[config.mk]
export PLATFORM = sky130hd
export DESIGN_NAME = scancode_line_editor_top_flat
export DESIGN_NICKNAME = d
export VERILOG_FILES = /design/src/design/sle_pkg.sv /design/src/design/sle_if.sv /design/src/design/sle_ram.sv /design/src/design/sle_datapath.sv /design/src/design/sle_ctrl.sv /design/src/design/scancode_line_editor_top.sv /design/src/flat_wrapper.sv
export SDC_FILE = /design/constraint.sdc
export NUM_CORES = 1
export LEC_CHECK = 0
export BUFFER_PORTS_ARGS = -buffer_cell sky130_fd_sc_hd__buf_4
export CORE_UTILIZATION = 57
export DETAILED_ROUTE_END_ITERATION = 10
export GPL_TIMING_DRIVEN = 0
export PLACE_DENSITY = 0.81
export SLEW_MARGIN = 10
export SYNTH_ARGS = -nofsm -noshare
export SYNTH_HDL_FRONTEND = slang
export SYNTH_SLANG_ARGS = --single-unit
export TNS_END_PERCENT = 100
[constraint.sdc]
create_clock -name clk -period 5 [get_ports clk]
set_clock_uncertainty 0.1 [all_clocks]
set_input_delay 1 -clock clk [delete_from_list [all_inputs] [get_ports clk]]
set_output_delay 1 -clock clk [all_outputs]
set_load 0.05 [all_outputs]
[src/design/sle_pkg.sv]
package sle_pkg;

    localparam int SCAN_W       = 8;
    localparam int KEY_W        = 7;
    localparam int CHAR_W       = 7;
    localparam int KIND_W       = 2;
    localparam int FILL_W       = 6;
    localparam int LINE_LEN_DEF = 32;
    localparam int MAP_DEPTH    = 58;

    localparam logic [KIND_W-1:0] KIND_ECHO = 2'd0;
    localparam logic [KIND_W-1:0] KIND_LINE = 2'd1;
    localparam logic [KIND_W-1:0] KIND_END  = 2'd2;

    localparam logic [KEY_W-1:0] KEY_LSHIFT = 7'h2A;
    localparam logic [KEY_W-1:0] KEY_RSHIFT = 7'h36;
    localparam logic [KEY_W-1:0] KEY_BKSP   = 7'h0E;

    localparam logic [CHAR_W-1:0] CH_NUL   = 7'h00;
    localparam logic [CHAR_W-1:0] CH_BS    = 7'h08;
    localparam logic [CHAR_W-1:0] CH_NL    = 7'h0A;
    localparam logic [CHAR_W-1:0] CH_SPACE = 7'h20;

    localparam logic [CHAR_W-1:0] PLAIN_MAP [MAP_DEPTH] = '{
        7'h00, 7'h00, 7'h31, 7'h32, 7'h33, 7'h34, 7'h35, 7'h36,
        7'h37, 7'h38, 7'h39, 7'h30, 7'h2D, 7'h3D, 7'h08, 7'h09,
        7'h71, 7'h77, 7'h65, 7'h72, 7'h74, 7'h79, 7'h75, 7'h69,
        7'h6F, 7'h70, 7'h5B, 7'h5D, 7'h0A, 7'h00, 7'h61, 7'h73,
        7'h64, 7'h66, 7'h67, 7'h68, 7'h6A, 7'h6B, 7'h6C, 7'h3B,
        7'h27, 7'h60, 7'h00, 7'h00, 7'h7A, 7'h78, 7'h63, 7'h76,
        7'h62, 7'h6E, 7'h6D, 7'h2C, 7'h2E, 7'h2F, 7'h00, 7'h00,
        7'h00, 7'h20
    };

    localparam logic [CHAR_W-1:0] SHIFT_MAP [MAP_DEPTH] = '{
        7'h00, 7'h00, 7'h21, 7'h40, 7'h23, 7'h24, 7'h25, 7'h5E,
        7'h26, 7'h2A, 7'h28, 7'h29, 7'h5F, 7'h2B, 7'h08, 7'h09,
        7'h51, 7'h57, 7'h45, 7'h52, 7'h54, 7'h59, 7'h55, 7'h49,
        7'h4F, 7'h50, 7'h7B, 7'h7D, 7'h0A, 7'h00, 7'h41, 7'h53,
        7'h44, 7'h46, 7'h47, 7'h48, 7'h4A, 7'h4B, 7'h4C, 7'h3A,
        7'h22, 7'h7E, 7'h00, 7'h00, 7'h5A, 7'h58, 7'h43, 7'h56,
        7'h42, 7'h4E, 7'h4D, 7'h3C, 7'h3E, 7'h3F, 7'h00, 7'h00,
        7'h00, 7'h20
    };

    typedef enum logic [2:0] {
        SEL_NONE,
        SEL_BS,
        SEL_BS_LAST,
        SEL_SPACE,
        SEL_CHAR,
        SEL_NL,
        SEL_LINE,
        SEL_END
    } emit_sel_t;

    typedef struct packed {
        logic      capture;
        logic      decode;
        logic      write_char;
        logic      bksp;
        logic      clear_ptr;
        logic      line_adv;
        logic      clear_fill;
        emit_sel_t emit_sel;
    } sle_cmd_t;

    typedef struct packed {
        logic released;
        logic is_bksp;
        logic ch_zero;
        logic ch_nl;
        logic fill_zero;
        logic line_full;
        logic line_done;
        logic out_free;
    } sle_sts_t;

    function automatic logic [CHAR_W-1:0] key_to_ascii(input logic [KEY_W-1:0] key,
                                                       input logic shift);
        logic [CHAR_W-1:0] ch;
        ch = CH_NUL;
        if (key < KEY_W'(MAP_DEPTH))
        begin
            ch = shift ? SHIFT_MAP[key[5:0]] : PLAIN_MAP[key[5:0]];
        end
        return ch;
    endfunction

endpackage

[src/design/sle_if.sv]
interface sle_key_if
    import sle_pkg::*;
();
    logic              valid;
    logic              ready;
    logic [SCAN_W-1:0] scancode;
    logic              released;

    modport source (output valid, output scancode, output released, input ready);
    modport sink   (input valid, input scancode, input released, output ready);
endinterface

interface sle_res_if
    import sle_pkg::*;
();
    logic              valid;
    logic              ready;
    logic [KIND_W-1:0] kind;
    logic [CHAR_W-1:0] char_value;
    logic              last;

    modport source (output valid, output kind, output char_value, output last, input ready);
    modport sink   (input valid, input kind, input char_value, input last, output ready);
endinterface

[src/design/sle_ram.sv]
module sle_ram
    import sle_pkg::*;
#(
    parameter int WIDTH = CHAR_W,
    parameter int DEPTH = LINE_LEN_DEF,
    localparam int AW   = (DEPTH > 1) ? $clog2(DEPTH) : 1
)
(
    input  logic             clk,
    input  logic             we,
    input  logic [AW-1:0]    waddr,
    input  logic [WIDTH-1:0] wdata,
    input  logic [AW-1:0]    raddr,
    output logic [WIDTH-1:0] rdata
);

    logic [WIDTH-1:0] mem [DEPTH];
    logic [WIDTH-1:0] rdata_reg;

    always_ff @(posedge clk)
    begin
        if (we)
        begin
            mem[waddr] <= wdata;
        end
        rdata_reg <= mem[raddr];
    end

    assign rdata = rdata_reg;

endmodule

[src/design/sle_datapath.sv]
module sle_datapath
    import sle_pkg::*;
#(
    parameter int LINE_LEN = LINE_LEN_DEF
)
(
    input  logic              clk,
    input  logic              rst_n,
    input  sle_cmd_t          cmd,
    output sle_sts_t          sts,
    input  logic [SCAN_W-1:0] scancode,
    input  logic              released,
    output logic              out_valid,
    input  logic              out_ready,
    output logic [KIND_W-1:0] out_kind,
    output logic [CHAR_W-1:0] out_char,
    output logic              out_last
);

    localparam int AW = (LINE_LEN > 1) ? $clog2(LINE_LEN) : 1;

    logic [KEY_W-1:0]  key_reg;
    logic              rel_reg;
    logic              shift_reg;
    logic [FILL_W-1:0] fill_reg;
    logic [FILL_W-1:0] ptr_reg;
    logic [FILL_W-1:0] ptr_next;
    logic              out_valid_reg;
    logic [KIND_W-1:0] out_kind_reg;
    logic [CHAR_W-1:0] out_char_reg;
    logic              out_last_reg;

    logic [CHAR_W-1:0] ch;
    logic [CHAR_W-1:0] rdata;

    assign ch = key_to_ascii(key_reg, shift_reg);

    always_comb
    begin
        sts.released  = rel_reg;
        sts.is_bksp   = (key_reg == KEY_BKSP);
        sts.ch_zero   = (ch == CH_NUL);
        sts.ch_nl     = (ch == CH_NL);
        sts.fill_zero = (fill_reg == '0);
        sts.line_full = (fill_reg >= FILL_W'(LINE_LEN));
        sts.line_done = (ptr_reg == fill_reg);
        sts.out_free  = !out_valid_reg || out_ready;
    end

    // read address runs one step ahead so that rdata always shows line[ptr]
    always_comb
    begin
        ptr_next = ptr_reg;
        if (cmd.clear_ptr)
        begin
            ptr_next = '0;
        end
        else if (cmd.line_adv)
        begin
            ptr_next = ptr_reg + FILL_W'(1);
        end
    end

    sle_ram #(
        .WIDTH (CHAR_W),
        .DEPTH (LINE_LEN)
    ) u_line_ram (
        .clk   (clk),
        .we    (cmd.write_char),
        .waddr (fill_reg[AW-1:0]),
        .wdata (ch),
        .raddr (ptr_next[AW-1:0]),
        .rdata (rdata)
    );

    always_ff @(posedge clk)
    begin
        if (cmd.capture)
        begin
            key_reg <= scancode[KEY_W-1:0];
            rel_reg <= released;
        end
    end

    always_ff @(posedge clk or negedge rst_n)
    begin
        if (!rst_n)
        begin
            shift_reg <= 1'b0;
            fill_reg  <= '0;
            ptr_reg   <= '0;
        end
        else
        begin
            ptr_reg <= ptr_next;
            if (cmd.decode && (key_reg == KEY_LSHIFT || key_reg == KEY_RSHIFT))
            begin
                shift_reg <= !rel_reg;
            end
            if (cmd.clear_fill)
            begin
                fill_reg <= '0;
            end
            else if (cmd.write_char)
            begin
                fill_reg <= fill_reg + FILL_W'(1);
            end
            else if (cmd.bksp)
            begin
                fill_reg <= fill_reg - FILL_W'(1);
            end
        end
    end

    always_ff @(posedge clk or negedge rst_n)
    begin
        if (!rst_n)
        begin
            out_valid_reg <= 1'b0;
        end
        else if (cmd.emit_sel != SEL_NONE)
        begin
            out_valid_reg <= 1'b1;
        end
        else if (out_ready)
        begin
            out_valid_reg <= 1'b0;
        end
    end

    always_ff @(posedge clk)
    begin
        case (cmd.emit_sel)
            SEL_BS:
            begin
                out_kind_reg <= KIND_ECHO;
                out_char_reg <= CH_BS;
                out_last_reg <= 1'b0;
            end
            SEL_BS_LAST:
            begin
                out_kind_reg <= KIND_ECHO;
                out_char_reg <= CH_BS;
                out_last_reg <= 1'b1;
            end
            SEL_SPACE:
            begin
                out_kind_reg <= KIND_ECHO;
                out_char_reg <= CH_SPACE;
                out_last_reg <= 1'b0;
            end
            SEL_CHAR:
            begin
                out_kind_reg <= KIND_ECHO;
                out_char_reg <= ch;
                out_last_reg <= 1'b1;
            end
            SEL_NL:
            begin
                out_kind_reg <= KIND_ECHO;
                out_char_reg <= CH_NL;
                out_last_reg <= 1'b0;
            end
            SEL_LINE:
            begin
                out_kind_reg <= KIND_LINE;
                out_char_reg <= rdata;
                out_last_reg <= 1'b0;
            end
            SEL_END:
            begin
                out_kind_reg <= KIND_END;
                out_char_reg <= CH_NUL;
                out_last_reg <= 1'b1;
            end
            default:
            begin
                out_kind_reg <= out_kind_reg;
                out_char_reg <= out_char_reg;
                out_last_reg <= out_last_reg;
            end
        endcase
    end

    assign out_valid = out_valid_reg;
    assign out_kind  = out_kind_reg;
    assign out_char  = out_char_reg;
    assign out_last  = out_last_reg;

endmodule

[src/design/sle_ctrl.sv]
module sle_ctrl
    import sle_pkg::*;
(
    input  logic     clk,
    input  logic     rst_n,
    input  logic     in_valid,
    output logic     in_ready,
    input  sle_sts_t sts,
    output sle_cmd_t cmd
);

    typedef enum logic [3:0] {
        ST_IDLE,
        ST_DECODE,
        ST_BS1,
        ST_SPACE,
        ST_BS2,
        ST_CHAR,
        ST_NL,
        ST_LINE,
        ST_ENDM
    } state_t;

    state_t state_reg;
    state_t state_next;

    always_comb
    begin
        state_next = state_reg;
        cmd        = '0;
        cmd.emit_sel = SEL_NONE;
        case (state_reg)
            ST_IDLE:
            begin
                cmd.capture = in_valid;
                if (in_valid)
                begin
                    state_next = ST_DECODE;
                end
            end
            ST_DECODE:
            begin
                cmd.decode = 1'b1;
                if (sts.released)
                begin
                    state_next = ST_IDLE;
                end
                else if (sts.is_bksp)
                begin
                    // backspace on an empty line is dropped
                    if (sts.fill_zero)
                    begin
                        state_next = ST_IDLE;
                    end
                    else
                    begin
                        cmd.bksp   = 1'b1;
                        state_next = ST_BS1;
                    end
                end
                else if (sts.ch_zero)
                begin
                    state_next = ST_IDLE;
                end
                else if (sts.ch_nl)
                begin
                    cmd.clear_ptr = 1'b1;
                    state_next    = ST_NL;
                end
                else if (sts.line_full)
                begin
                    state_next = ST_IDLE;
                end
                else
                begin
                    cmd.write_char = 1'b1;
                    state_next     = ST_CHAR;
                end
            end
            ST_BS1:
            begin
                if (sts.out_free)
                begin
                    cmd.emit_sel = SEL_BS;
                    state_next   = ST_SPACE;
                end
            end
            ST_SPACE:
            begin
                if (sts.out_free)
                begin
                    cmd.emit_sel = SEL_SPACE;
                    state_next   = ST_BS2;
                end
            end
            ST_BS2:
            begin
                if (sts.out_free)
                begin
                    cmd.emit_sel = SEL_BS_LAST;
                    state_next   = ST_IDLE;
                end
            end
            ST_CHAR:
            begin
                if (sts.out_free)
                begin
                    cmd.emit_sel = SEL_CHAR;
                    state_next   = ST_IDLE;
                end
            end
            ST_NL:
            begin
                if (sts.out_free)
                begin
                    cmd.emit_sel = SEL_NL;
                    state_next   = ST_LINE;
                end
            end
            ST_LINE:
            begin
                if (sts.line_done)
                begin
                    state_next = ST_ENDM;
                end
                else if (sts.out_free)
                begin
                    cmd.emit_sel = SEL_LINE;
                    cmd.line_adv = 1'b1;
                end
            end
            ST_ENDM:
            begin
                if (sts.out_free)
                begin
                    cmd.emit_sel   = SEL_END;
                    cmd.clear_fill = 1'b1;
                    state_next     = ST_IDLE;
                end
            end
            default:
            begin
                state_next = ST_IDLE;
            end
        endcase
    end

    always_ff @(posedge clk or negedge rst_n)
    begin
        if (!rst_n)
        begin
            state_reg <= ST_IDLE;
        end
        else
        begin
            state_reg <= state_next;
        end
    end

    assign in_ready = (state_reg == ST_IDLE);

endmodule

[src/design/scancode_line_editor_top.sv]
// Line editor for set-1 keyboard events.
// keys: one transaction per key event (scancode, released). Shift keys track
//   the shift state; other releases and unmapped keys give nothing.
// results: echo characters, the stored line on Enter, and an end marker;
//   last marks the final transaction caused by a key event.
// A stored character is echoed from the output register after the decode and
//   char states. Backspace gives three echoes, one per cycle while the receiver
//   takes them. Enter gives the newline echo, then the line one character per
//   cycle while the receiver takes them, then the end marker.
// One key event is taken at a time; the next is accepted once the controller
//   is back in idle. The line RAM read port sets the rate of the line dump.
// A stalled receiver holds the output register; the controller waits and no
//   result is lost. The next key event is taken while the last result of the
//   previous one still waits in the output register.
// Reset clears the shift state, the line fill and the output valid flag.
module scancode_line_editor_top
    import sle_pkg::*;
#(
    parameter int LINE_LEN = LINE_LEN_DEF
)
(
    input  logic      clk,
    input  logic      rst_n,
    sle_key_if.sink   keys,
    sle_res_if.source results
);

    sle_cmd_t cmd;
    sle_sts_t sts;

    sle_ctrl u_ctrl (
        .clk      (clk),
        .rst_n    (rst_n),
        .in_valid (keys.valid),
        .in_ready (keys.ready),
        .sts      (sts),
        .cmd      (cmd)
    );

    sle_datapath #(
        .LINE_LEN (LINE_LEN)
    ) u_datapath (
        .clk       (clk),
        .rst_n     (rst_n),
        .cmd       (cmd),
        .sts       (sts),
        .scancode  (keys.scancode),
        .released  (keys.released),
        .out_valid (results.valid),
        .out_ready (results.ready),
        .out_kind  (results.kind),
        .out_char  (results.char_value),
        .out_last  (results.last)
    );

endmodule

[src/flat_wrapper.sv]
// flat-port wrapper written by rule: the top's interface ports become plain ports
module scancode_line_editor_top_flat import sle_pkg::*;
#(
    parameter int LINE_LEN = LINE_LEN_DEF
)
  (clk, rst_n, keys_valid, keys_scancode, keys_released, keys_ready, results_valid, results_kind, results_char_value, results_last, results_ready);
  sle_key_if keys_i ();
  sle_res_if results_i ();
  input  logic clk;
  input  logic rst_n;
  input wire logic [$bits(keys_i.valid)-1:0] keys_valid;
  input wire logic [$bits(keys_i.scancode)-1:0] keys_scancode;
  input wire logic [$bits(keys_i.released)-1:0] keys_released;
  output wire logic [$bits(keys_i.ready)-1:0] keys_ready;
  output wire logic [$bits(results_i.valid)-1:0] results_valid;
  output wire logic [$bits(results_i.kind)-1:0] results_kind;
  output wire logic [$bits(results_i.char_value)-1:0] results_char_value;
  output wire logic [$bits(results_i.last)-1:0] results_last;
  input wire logic [$bits(results_i.ready)-1:0] results_ready;
  assign keys_i.valid = keys_valid;
  assign keys_i.scancode = keys_scancode;
  assign keys_i.released = keys_released;
  assign keys_ready = keys_i.ready;
  assign results_valid = results_i.valid;
  assign results_kind = results_i.kind;
  assign results_char_value = results_i.char_value;
  assign results_last = results_i.last;
  assign results_i.ready = results_ready;
  scancode_line_editor_top #(.LINE_LEN(LINE_LEN)) u_core (.clk(clk), .rst_n(rst_n), .keys(keys_i), .results(results_i));
endmodule
After elaboration in Yosys (flattened, before gate mapping)
Memories as Yosys holds them, arrays and structs flattened. A register that Yosys moved wholly into a read port is not among the register bits.
Index checks and enable logic that the tools add are counted.

word-level totals
  register bits = 36
  latch bits = 0
  input bits = 13
  bits in read-only memories = 896
  memories = 3
  word-level logic and storage cells = 124
  bits in writable memories = 224

operators by class
  divide/modulo/power cells = 0
  bitwise gates (word level) = 1
  multiply operators = 0
  multiplexer cells = 56
  shift-type cells = 0
  magnitude comparators = 3
  reduce and logical (&&, ||, !) cells = 21
  $add $sub $neg = 3
  equal/unequal tests = 26

memories
  name                              depth  width  read ports  clocked after Yosys merged registers in  write ports  line           source
  (name not given)                  64     7      1           0                                        0            sle_pkg.sv:85  ch = shift ? SHIFT_MAP[key[5:0]] : PLAIN_MAP[key[5:0]];
  (name not given)                  64     7      1           0                                        0            sle_pkg.sv:85
  u_core.u_datapath.u_line_ram.mem  32     7      1           1                                        1            sle_ram.sv:17  logic [WIDTH-1:0] mem [DEPTH];

operator list
  kind                                                       number
  two-way mux 4 bit                                          12
  two-way mux 7 bit                                          6
  case mux 7 bit (6 select lines)                            1
  two-way mux 6 bit                                          5
  case mux 4 bit (7 select lines)                            1
  case mux 3 bit (7 select lines)                            1
  two-way mux 1 bit                                          19
  two-way mux 3 bit                                          6
  equality test 4 x 3 -> 1 bit (second input constant)       4
  equality test 7 x 4 -> 1 bit (second input constant)       2
  equality test 7 x 6 -> 1 bit (second input constant)       2
  adder 6 x 1 -> 6 bit (second input constant)               2
  equality test 3 bit (second input constant)                4
  inequality test 2 x 1 -> 1 bit (second input constant)     5
  nonzero test 3 bit                                         3
  equality test 4 x 2 -> 1 bit (second input constant)       2
  greater-or-equal comparator 7 bit (second input constant)  1
  zero test 7 bit                                            1
  < comparator 7 x 6 -> 1 bit (second input constant)        1
  inverter 6 -> 7 bit                                        1
  equality test 3 x 2 -> 1 bit (second input constant)       2
  equality test 6 bit                                        1
  greater-or-equal comparator 6 bit (second input constant)  1
  zero test 6 bit                                            1
  other kinds (19)                                           26

Depth between registers and ports, before layout
Gate-level depths: netlist of the first run.

  depth after elaboration = 15
  gate-level depth with buffers = 21
  depth with buffers taken out = 20

Hierarchy
From an unflattened synthesis of the first run, not the netlist that was laid out.

unflattened totals
  cells, all modules = 757
  area, all modules = 12176.7 sq um

modules (own cells, without submodules)
  module        cells each  area an instance (sq um)  seq. area each (sq um)  times used
  sle_ram       370         8833.5                    6866.6                  1
  sle_datapath  329         2891.5                    890.9                   1
  sle_ctrl      58          451.7                     100.1                   1

Least setup slack after synthesis of the first run
No wires, ideal clock.

  path kind = reg-to-reg
  from = register u_core.u_datapath.key_reg[1]
  to = register u_core.u_datapath.fill_reg[5]
  library setup time = 94 ps
  arrival time = 4920 ps
  path buffers = 1
  stages on the path, launching flop included = 20
  required time = 4806 ps
  setup slack = -113 ps
  cells stage by stage = edfxtp_1 > buf_2 > inv_1 > ha_1 > nand2b_1 > o211a_1 > a311oi_1 > a21oi_1 > a21oi_1 > o31ai_4 > nor3_4 > inv_1 > ha_1 > a21o_1 > a21oi_1 > nor2b_1 > o21a_1 > nor3_1 > nor3_1 > a211oi_1

on the way
  cells in the longest elaborated chain, start to end = 14

RTL lines
  element                                               line                 source
  from (decl)                                           sle_datapath.sv:22   logic [KEY_W-1:0] key_reg;
  from (signal assigned)                                sle_datapath.sv:80   key_reg <= scancode[KEY_W-1:0];
  inverter 6 -> 7 bit (implied by the code)             sle_pkg.sv:85
  memory read (64 x 7 bit)                              --
  two-way mux 7 bit (implied by the code) (2 in a row)  sle_pkg.sv:85
  two-way mux 7 bit                                     sle_pkg.sv:85
  two-way mux 7 bit (*)                                 sle_pkg.sv:83        if (key < KEY_W'(MAP_DEPTH))
  via u_core.u_datapath.ch[1]                           sle_datapath.sv:33   logic [CHAR_W-1:0] ch;
  equality test 7 x 4 -> 1 bit                          sle_datapath.sv:43   sts.ch_nl = (ch == CH_NL);
  two-way mux 1 bit                                     sle_ctrl.sv:65       else if (sts.ch_nl)
  two-way mux 1 bit (*)                                 sle_ctrl.sv:61       else if (sts.ch_zero)
  two-way mux 1 bit (*)                                 sle_ctrl.sv:48       else if (sts.is_bksp)
  two-way mux 3 bit (*)                                 sle_ctrl.sv:44       if (sts.released)
  two-way mux 4 bit (*)                                 sle_ctrl.sv:32       case (state_reg)
  two-way mux 6 bit                                     sle_datapath.sv:104  else if (cmd.write_char)
  two-way mux 6 bit                                     sle_datapath.sv:100  if (cmd.clear_fill)
  to (signal assigned)                                  sle_datapath.sv:106  fill_reg <= fill_reg + FILL_W'(1);
  to (signal assigned)                                  sle_datapath.sv:110  fill_reg <= fill_reg - FILL_W'(1);
  to (decl)                                             sle_datapath.sv:25   logic [FILL_W-1:0] fill_reg;

Mark *: on every way through the listed nets, which the timed path passes. The rest lies on a longest branch. The select of a mux whose other input is x is not followed.
A chain may end at the register's enable or synchronous reset.

Worst setup path after layout of the first run
  from = register u_core.u_datapath.key_reg[2]
  to = register u_core.u_datapath.fill_reg[5]

Same word-level chain as after synthesis.

==> results of run 1 <==
==> power by group <==
group	internal, uW	leakage [uW]	switching [uW]	total, uW
registers	2680	0.00250	54.2	2730
clock network	1190	0.000439	866	2050
logic	893	0.00189	1810	2710
==> worst max-delay path by stage <==
stage                                      startpoint                                                end  slack (ns)  cells past startpoint
3_5_place_dp   u_core.u_datapath.key_reg[1]$_DFFE_PP_  u_core.u_datapath.u_line_ram.mem[14][6]$_DFFE_PP_       -0.85                     14
2_1_floorplan  u_core.u_datapath.key_reg[1]$_DFFE_PP_          u_core.u_datapath.fill_reg[5]$_DFFE_PN0P_       0.009                     19
3_3_place_gp   u_core.u_datapath.key_reg[1]$_DFFE_PP_  u_core.u_datapath.u_line_ram.mem[14][2]$_DFFE_PP_       -2.14                     13
6_report       u_core.u_datapath.key_reg[2]$_DFFE_PP_          u_core.u_datapath.fill_reg[5]$_DFFE_PN0P_        0.20                     20
5_1_grt        u_core.u_datapath.key_reg[0]$_DFFE_PP_          u_core.u_datapath.fill_reg[5]$_DFFE_PN0P_        0.01                     21
4_1_cts        u_core.u_datapath.key_reg[1]$_DFFE_PP_          u_core.u_datapath.fill_reg[5]$_DFFE_PN0P_        0.11                     20
==> through the flow <==
stage | worst slack (ns) | setup TNS [ns] | std cells | util
6_report | 0.198 | 0 | 1397 | 0.667
3_5_place_dp | -0.850 | -112.68 | 1334 | 0.617
4_1_cts | 0.106 | 0 | 1393 | 0.664
5_1_grt | 0.0123 | 0 | 1397 | 0.667
3_3_place_gp | -2.14 | -414.04 | 1328 | 0.610
2_1_floorplan | 0.00855 | 0 | 1025 | -
==> cell usage after synthesis, types with 11 or more instances <==
cell type	number
nor3_1	38
a221oi_1	38
a22oi_1	20
dfrtp_1	18
a31oi_1	11
mux2i_1	40
o21ai_0	52
o211ai_1	11
a21oi_1	44
xnor2_1	15
a211oi_1	12
mux2_2	14
clkbuf_1	24
nand2b_1	14
ha_1	18
edfxtp_1	242
nand3_1	22
nand2_1	66
buf_2	31
nand4_1	12
inv_1	15
nor2_1	72
==> area by class of cell <==
type / count / area (um2) / share of cell area
timing repair inverter: 1 / 5.00 / 0.000342
sequential: 267 / 7860 / 0.536
buffer: 66 / 339 / 0.0231
inverter: 20 / 82.6 / 0.00564
multi-input combinational: 672 / 4730 / 0.323
timing repair buffer: 40 / 377 / 0.0257
clock buffer: 34 / 723 / 0.0494
clock inverter: 17 / 186 / 0.0127
tap: 280 / 350 / 0.0239
==> routing by layer <==
metal | GRT usage | vias to the layer above | share of wire
met5 | 0 | - | 0
met3 | 0.0640 | 130 | 0.12
met1 | 0.436 | 4729 | 0.39
li1 | - | 4179 | -
met2 | 0.481 | 706 | 0.45
met4 | 0.113 | 0 | 0.038
==> cells by family (layout without fill, tap and decap cells) <==
| family | count (synthesis) | after routing |
|---|---|---|
| xor+xnor | 16 | 16 |
| compound gates | 286 | 286 |
| buf+inv | 86 | 178 |
| fa+ha+maj | 19 | 19 |
| mux | 55 | 55 |
| simple gates | 296 | 296 |
| flops | 267 | 267 |
==> what timing repair did <==
item                                    4_1_cts  5_1_grt
gates cloned                                  1        0
gates resized for setup                      12        5
pin swaps                                     7        1
endpoints found under the setup margin      228       76
buffers inserted                              7        4
==> cells in the final DEF, fill, tap and decap left out, types with 6 or more instances in the layout <==
cell | netlist | final
a221oi_1 | 38 | 38
nor2b_1 | 8 | 8
nand2_1 | 66 | 66
ha_1 | 18 | 17
buf_2 | 31 | 30
nand4_1 | 12 | 12
mux2_2 | 14 | 14
nor3_1 | 38 | 35
dfrtp_1 | 18 | 18
a21o_1 | 9 | 9
inv_1 | 15 | 12
and2_1 | 9 | 9
buf_4 | 3 | 38
nand2b_1 | 14 | 14
a211o_1 | 6 | 6
and3_1 | 6 | 6
clkbuf_16 | 0 | 28
mux2i_1 | 40 | 40
o211ai_1 | 11 | 11
o22ai_1 | 10 | 10
a31oi_1 | 11 | 11
buf_6 | 5 | 6
clkbuf_1 | 24 | 30
dfxtp_1 | 7 | 7
o221ai_1 | 6 | 6
a211oi_1 | 12 | 12
or3_1 | 6 | 6
xnor2_1 | 15 | 14
o21ai_0 | 52 | 52
clkinv_1 | 1 | 9
edfxtp_1 | 242 | 242
nand3b_1 | 9 | 9
a22oi_1 | 20 | 20
a21oi_1 | 44 | 42
a21boi_0 | 6 | 6
nor2_1 | 72 | 71
nand3_1 | 22 | 22
==> key figures, run 1 <==
Outcome
  – Status: finished with violations
  – Violated checks: design-rule violations

Synthesis
  – Yosys warning total: 0
  – Fraction of registers with async set or reset after synthesis: 0.0674
  – Mapped Nets: 1057
  – Synth Register Bits: 267
  – Cells after synthesis: 1025
  – Largest family of logic cells by synthesized area: compound AO/OA/AOI/OAI gates
  – Synthesized area: 12900 um2
  – Top cell type's share of synthesized area: 0.565
  – Cell variety after synth: 94
  – Top_reg_cell synth: edfxtp_1
  – Register area share after synthesis: 0.611
  – Synthesized area per cell: 12.5 um2
  – Post-Synth Adder-Cell Area: 0.0191
  – Synth area leaders: edfxtp_1 57%, dfrtp_1 3.5%, mux2i_1 3.1%
  – Cell taking the most area after synthesis: edfxtp_1
  – Synth Area in Compound Gates: 0.163
  – Post-synth EDFFs: 242
  – Post-Synth XOR/XNOR Area: 0.0109
  – Mux share of post-synthesis cell area: 0.0452
  – Post-synthesis simple-gate area fraction: 0.119

Clock tree
  – TritonCTS clock tree: done
  – H-tree levels: 1
  – Root buf cell: clkbuf_16
  – Number of clock sinks: 267
  – Worst-path clk slew: 0.07 ns
  – Cts hold-fix bufs: 0
  – Worst skew pair latency: 0.56 ns
  – CTS Buf Count: 28
  – CTS Buffer Depth: 3

Setup path
  – Max Fanout on Critical Path: 35
  – Worst reg2reg path endpoint: u_core.u_datapath.fill_reg[5]$_DFFE_PN0P_
  – Setup CP Type: reg2reg
  – Slowest stage delay, CP: 0.49 ns
  – R2R Path Start: u_core.u_datapath.key_reg[2]$_DFFE_PP_
  – CP endpoint kind: flip-flop
  – Slowest stage cell, crit path: o41a_4
  – R2R Setup Slk: 0.20 ns
  – Critical path buffers and inverters: 5
  – CP Data Required Time: 5.36 ns
  – Cell class contributing the biggest share of worst-path delay: compound AO/OA/AOI/OAI gates
  – CP arrival: 5.17 ns
  – CP cell instances: buf_6, buf_6, inv_2, ha_1, inv_1, a41oi_2, o2111a_1, o41a_4, a2111oi_4, and2_1, nor3_4, inv_1, ha_1, a21o_1, a21oi_1, nor2b_1, o21a_1, nor3_2, nor3_1, a211oi_1
  – Startpoint Class: flip-flop
  – Reg2Reg Depth: 20

Die
  – Initial core utilization: 0.586
  – Die area: 23200 um2
  – Io pins: 25
  – Die height: 152 um
  – Number of core rows: 54
  – Core area: 22000 um2
  – Die Wd: 152 um

STA
  – Measured slew at the worst slew-check pin: 1.39 ns
  – Clock period minus worst slack: 4.80 ns
  – # setup viols final: 0
  – Max Fclk: 208 MHz
  – RSZ-0062 raised after global routing: false
  – Max_slew headroom: 0.0685
  – Final Cycle Share: 0.960
  – Worst hold margin: 0.215 ns
  – Final Hold Violating Endpoints: 0
  – Max-slew violations: 0

Detailed routing
  – Vias per cell: 6.97
  – Avg WL per Cell: 25.9 um
  – DR iter-0 viols: 1410
  – Initial DRT Pass Iterations: 9
  – # DRC: 5
  – Vias: 9744
  – Remaining antenna violation count: 0
  – WL final: 36200 um

Layout
  – Final Instance Area: 14700 um2
  – Top reg by flops: u_core.u_datapath.u_line_ram.mem
  – Synthesis-to-layout area growth: 14.0%
  – Fillcell total: 1567
  – Max reg flops: 224
  – Share of cells above drive strength 1: 0.161
  – Fin nets: 1128
  – N_diodes: 0

Global route
  – Initial antenna violation count: 1
  – Largest net degree at the start of global routing: 36
  – First-pass GRT wire length: 54800 um
  – Vias in the first global route: 9263
  – Grt ovf: 0
  – Tot GR Track Use: 0.310

Placed design
  – Post-DP Area: 13500 um2
  – Gpl congestion: 0.998
  – Buffers on Ports: 23
  – Final HPWL DP: 24200 um

Power and ir drop
  – Worst IR Drop VDD: 0.000282 V
  – Pleak: 0.00482 uW
  – Pwr Density: 511 nW/um2
  – Total Power: 7490 uW

Worst hold path
  – Hold WC Path Type: in2async

Run
  – Max-capacitance violation count: 0
No activity file was read; power rests on OpenSTA's default activity.
==> run 2, diff against run 1 <==
--- a/config.mk
+++ b/config.mk
@@ -5,6 +5,7 @@
 export SDC_FILE = /design/constraint.sdc
 export NUM_CORES = 1
 export LEC_CHECK = 0
+export ABC_AREA = 1
 export BUFFER_PORTS_ARGS = -buffer_cell sky130_fd_sc_hd__buf_4
 export CORE_UTILIZATION = 57
 export DETAILED_ROUTE_END_ITERATION = 10
==> run 2 against run 1 <==
Net effect: the run now ends clean; routed wire length shrank 2.8%; cell count is 26% higher; sequential share of layout area rose by 0.092 points; sequential power grew 7%; sequential cell count stayed put; power decreased by 10%; critical path depth is 4 lower; design area shrank 0.17%; die area increased by 2.6%; worst setup slack improved by 0.23 ns; highest routed layer unchanged.
==> key figures, run 2 <==
Outcome
  – Status: completed

Synthesis
  – Top_reg_cell synth: edfxtp_1
  – Synthesized area per cell: 9.46 um2 (-25%)
  – Synth Register Bits: 267 (unchanged)
  – Cell variety after synth: 38 (-60%)
  – Register area share after synthesis: 0.595 (-0.0158)
  – Post-synth EDFFs: 242 (unchanged)
  – Top cell type's share of synthesized area: 0.551 (-0.0146)
  – Synth top cells by count: 263 x nand2_1, 249 x nand3_1, 242 x edfxtp_1, 171 x nor2_1, 162 x inv_1
  – Synth area leaders: edfxtp_1 55%, nand3_1 9.4%, nand2_1 7.5%
  – Mapped Nets: 1427 (+35%)
  – Yosys warning total: 0 (unchanged)
  – Cells after synthesis: 1395 (+36%)
  – Fraction of registers with async set or reset after synthesis: 0.0674 (unchanged)
  – Cell taking the most area after synthesis: edfxtp_1
  – Synthesized area: 13200 um2 (+2.6%)
  – Count leader, synth: nand2_1

Clock tree
  – H-tree levels: 1 (unchanged)
  – Worst skew pair latency: 0.55 ns (about the same)
  – Number of clock sinks: 267 (unchanged)
  – CTS Buffer Depth: 3 (unchanged)
  – CTS Buf Count: 27 (-3.6%)
  – Worst-path clk slew: 0.06 ns (about the same)
  – TritonCTS clock tree: done
  – Root buf cell: clkbuf_16

Power and ir drop
  – Switch share: 0.344 (-0.0207)
  – Pint: 4400 uW (-7.5%)
  – Clock share of power: 0.292 (+0.018)
  – Pleak: 0.00601 uW (+25%)
  – Total Power: 6710 uW (-10%)
  – Sw power: 2310 uW (-15%)
  – Comb pwr share: 0.274 (-0.087)
  – Pwr Density: 459 nW/um2 (-10%)
  – Worst IR Drop VDD: 0.000308 V (+9.3%)
  – Seq pwr share: 0.434 (+0.070)

Die
  – Core area: 22600 um2 (+3.1%)
  – Number of core rows: 55 (+1.9%)
  – Io pins: 25 (unchanged)
  – Initial core utilization: 0.583 (-0.00260)
  – Die height: 154 um (+1.3%)
  – Die area: 23800 um2 (+2.6%)
  – Die Wd: 154 um (+1.3%)

Global route
  – Vias in the first global route: 9695 (+4.7%)
  – Grt ovf: 0 (unchanged)
  – Initial antenna violation count: 0 (-1)
  – Tot GR Track Use: 0.300 (-0.0104)
  – First-pass GRT wire length: 53700 um (-2.0%)
  – Largest net degree at the start of global routing: 34 (-5.6%)

STA
  – # setup viols final: 0 (unchanged)
  – RSZ-0062 raised after global routing: false
  – Final Hold Violating Endpoints: 0 (unchanged)
  – Final Cycle Share: 0.915 (-0.0451)
  – Clock period minus worst slack: 4.58 ns (-0.226 ns)
  – Max Fclk: 219 MHz (+4.9%)
  – Max-slew violations: 0 (unchanged)
  – Measured slew at the worst slew-check pin: 1.31 ns (-0.0748 ns)
  – Worst hold margin: 0.224 ns (+0.00839 ns)
  – Max_slew headroom: 0.126 (+0.0570)

Detailed routing
  – Remaining antenna violation count: 0 (unchanged)
  – # DRC: 0 (-5)
  – Vias per cell: 5.83 (-16%)
  – WL final: 35200 um (-2.8%)
  – Initial DRT Pass Iterations: 9 (unchanged)
  – Avg WL per Cell: 20.0 um (-23%)
  – DR iter-0 viols: 1153 (-18%)
  – Vias: 10200 (+5.1%)

Layout
  – Max reg flops: 224 (unchanged)
  – Final core utilization: 0.646 (-0.0212)
  – Fillcell total: 1776 (+13%)
  – Top reg by flops: u_core.u_datapath.u_line_ram.mem
  – Commonest non-fill, non-tap cells in the layout: 263 x nand2_1, 249 x nand3_1, 242 x edfxtp_1
  – Share of cells above drive strength 1: 0.106 (-0.0551)
  – Most common cell after layout, fill and taps aside: nand2_1
  – Fin nets: 1483 (+31%)
  – N_diodes: 0 (unchanged)
  – Synthesis-to-layout area growth: 10.8%

Placed design
  – Final HPWL DP: 23900 um (-1.1%)
  – Gpl congestion: 0.969 (-3.0%)
  – Buffers on Ports: 23 (unchanged)

Run
  – Max-capacitance violation count: 0 (unchanged)

Setup path
  – Slowest stage cell, crit path: nor2_1
  – CP Data Required Time: 5.08 ns (-0.28 ns)
  – Max Fanout on Critical Path: 11 (-69%)
  – R2R Setup Slk: 0.42 ns (+0.23 ns)
  – CP cell instances: inv_1, ha_1, nor2_1, nand2_1, nand3_1, nand2_1, nand2_1, nand3_1, nand2_1, clkinvlp_4, nor2_1, nand2_1, nand3_1, nor2_2, nand3_1, nor2_1
  – Startpoint Class: flip-flop
  – CP arrival: 4.66 ns (-0.51 ns)
  – Slowest stage delay, CP: 0.75 ns (+0.26 ns)
  – CP endpoint kind: flip-flop
  – Setup CP Type: reg2reg
  – Most used cell, CP: nand2_1

Worst hold path
  – Hold WC Path Type: in2async
## run 2: changes by cell type after synthesis, sizes merged, moves of 29 or more
cell,change
nand3,+226
nand2,+200
inv,+153
nor2,+101
nand3b,+55
mux2i,-40
a221oi,-35
a21oi,-29
## run 2: layout make-up
type	instances	area, um2	share of cell area
flip-flops and latches	267	7860	0.537
multi-input cells	890	4370	0.299
clock buffers	31	721	0.0493
inverters	173	657	0.0449
well taps	285	357	0.0244
plain buffers	65	328	0.0224
repair buffers	25	188	0.0128
clock inverters	18	141	0.00967
repair inverters	2	10.0	0.000684
## run 2: worst paths after layout
check	cells past startpoint	end	from
setup / recovery	16	u_core.u_datapath.u_line_ram.mem[1][2]$_DFFE_PP_	u_core.u_datapath.key_reg[1]$_DFFE_PP_
hold / removal	1	u_core.u_datapath.out_valid$_DFFE_PN0P_	rst_n
setup reg to reg	16	u_core.u_datapath.u_line_ram.mem[1][2]$_DFFE_PP_	u_core.u_datapath.key_reg[1]$_DFFE_PP_
hold reg to reg	2	u_core.u_datapath.out_char[6]$_DFFE_PP_	u_core.u_datapath.u_line_ram.rdata[6]$_DFF_P_
max in group asynchronous	1	u_core.u_datapath.ptr_reg[0]$_DFF_PN0_	rst_n
min in group clk	2	u_core.u_datapath.out_char[6]$_DFFE_PP_	u_core.u_datapath.u_line_ram.rdata[6]$_DFF_P_
## run 2: logic make-up after synthesis
| kind of cell | synth area share |
|---|---|
| flops | 0.595 |
| buf+inv | 0.0740 |
| mux | 0.000853 |
| xor+xnor | 0.00531 |
| fa+ha+maj | 0.0186 |
| compound gates | 0.0291 |
| simple gates | 0.277 |
## run 2: per-layer routing
| layer | part of all wire | track usage | vias to the layer above |
|---|---|---|---|
| met4 | 0.040 | 0.126 | 0 |
| met1 | 0.38 | 0.388 | 4785 |
| met5 | 0 | 0 | - |
| met2 | 0.48 | 0.500 | 559 |
| li1 | - | - | 4794 |
| met3 | 0.10 | 0.0524 | 103 |
## run 2: worst max-delay path: cells and delay by family (launching register included)
| kind | cells | cell delay [ns] |
|---|---|---|
| AND/OR/NAND/NOR | 13 | 2.63 |
| flip-flops | 1 | 0.64 |
| buffers and inverters | 2 | 0.45 |
| adder cells (fa/ha/maj) | 1 | 0.42 |
## run 2: repair_timing
item / in CTS / in global routing
endpoints found under the setup margin: 220 / 190
hold buffers: 0 / 0
setup buffers: 0 / 2
gates resized for setup: 2 / 0
gates cloned: 0 / 2
## run 2: metrics by stage
step           setup TNS [ns]  cells  setup WS, ns  instance area, um2
3_3_place_gp           -32.43   1703        -0.276               13700
4_1_cts                     0   1752        0.0853               14600
5_1_grt                     0   1756         0.156               14600
3_5_place_dp           -24.98   1703        -0.260               13700
6_report                    0   1756         0.423               14600
2_1_floorplan               0   1395          1.10               13200
## run 2: power by group through the flow
stage / registers (uW) / logic [uW] / clock network [uW]
2_1_floorplan: 3030 / 1090 / 0
3_3_place_gp: 2950 / 1750 / 0
3_5_place_dp: 2950 / 1770 / 0
4_1_cts: 2910 / 1790 / 1960
5_1_grt: 2920 / 2010 / 2050
6_report: 2910 / 1840 / 1960
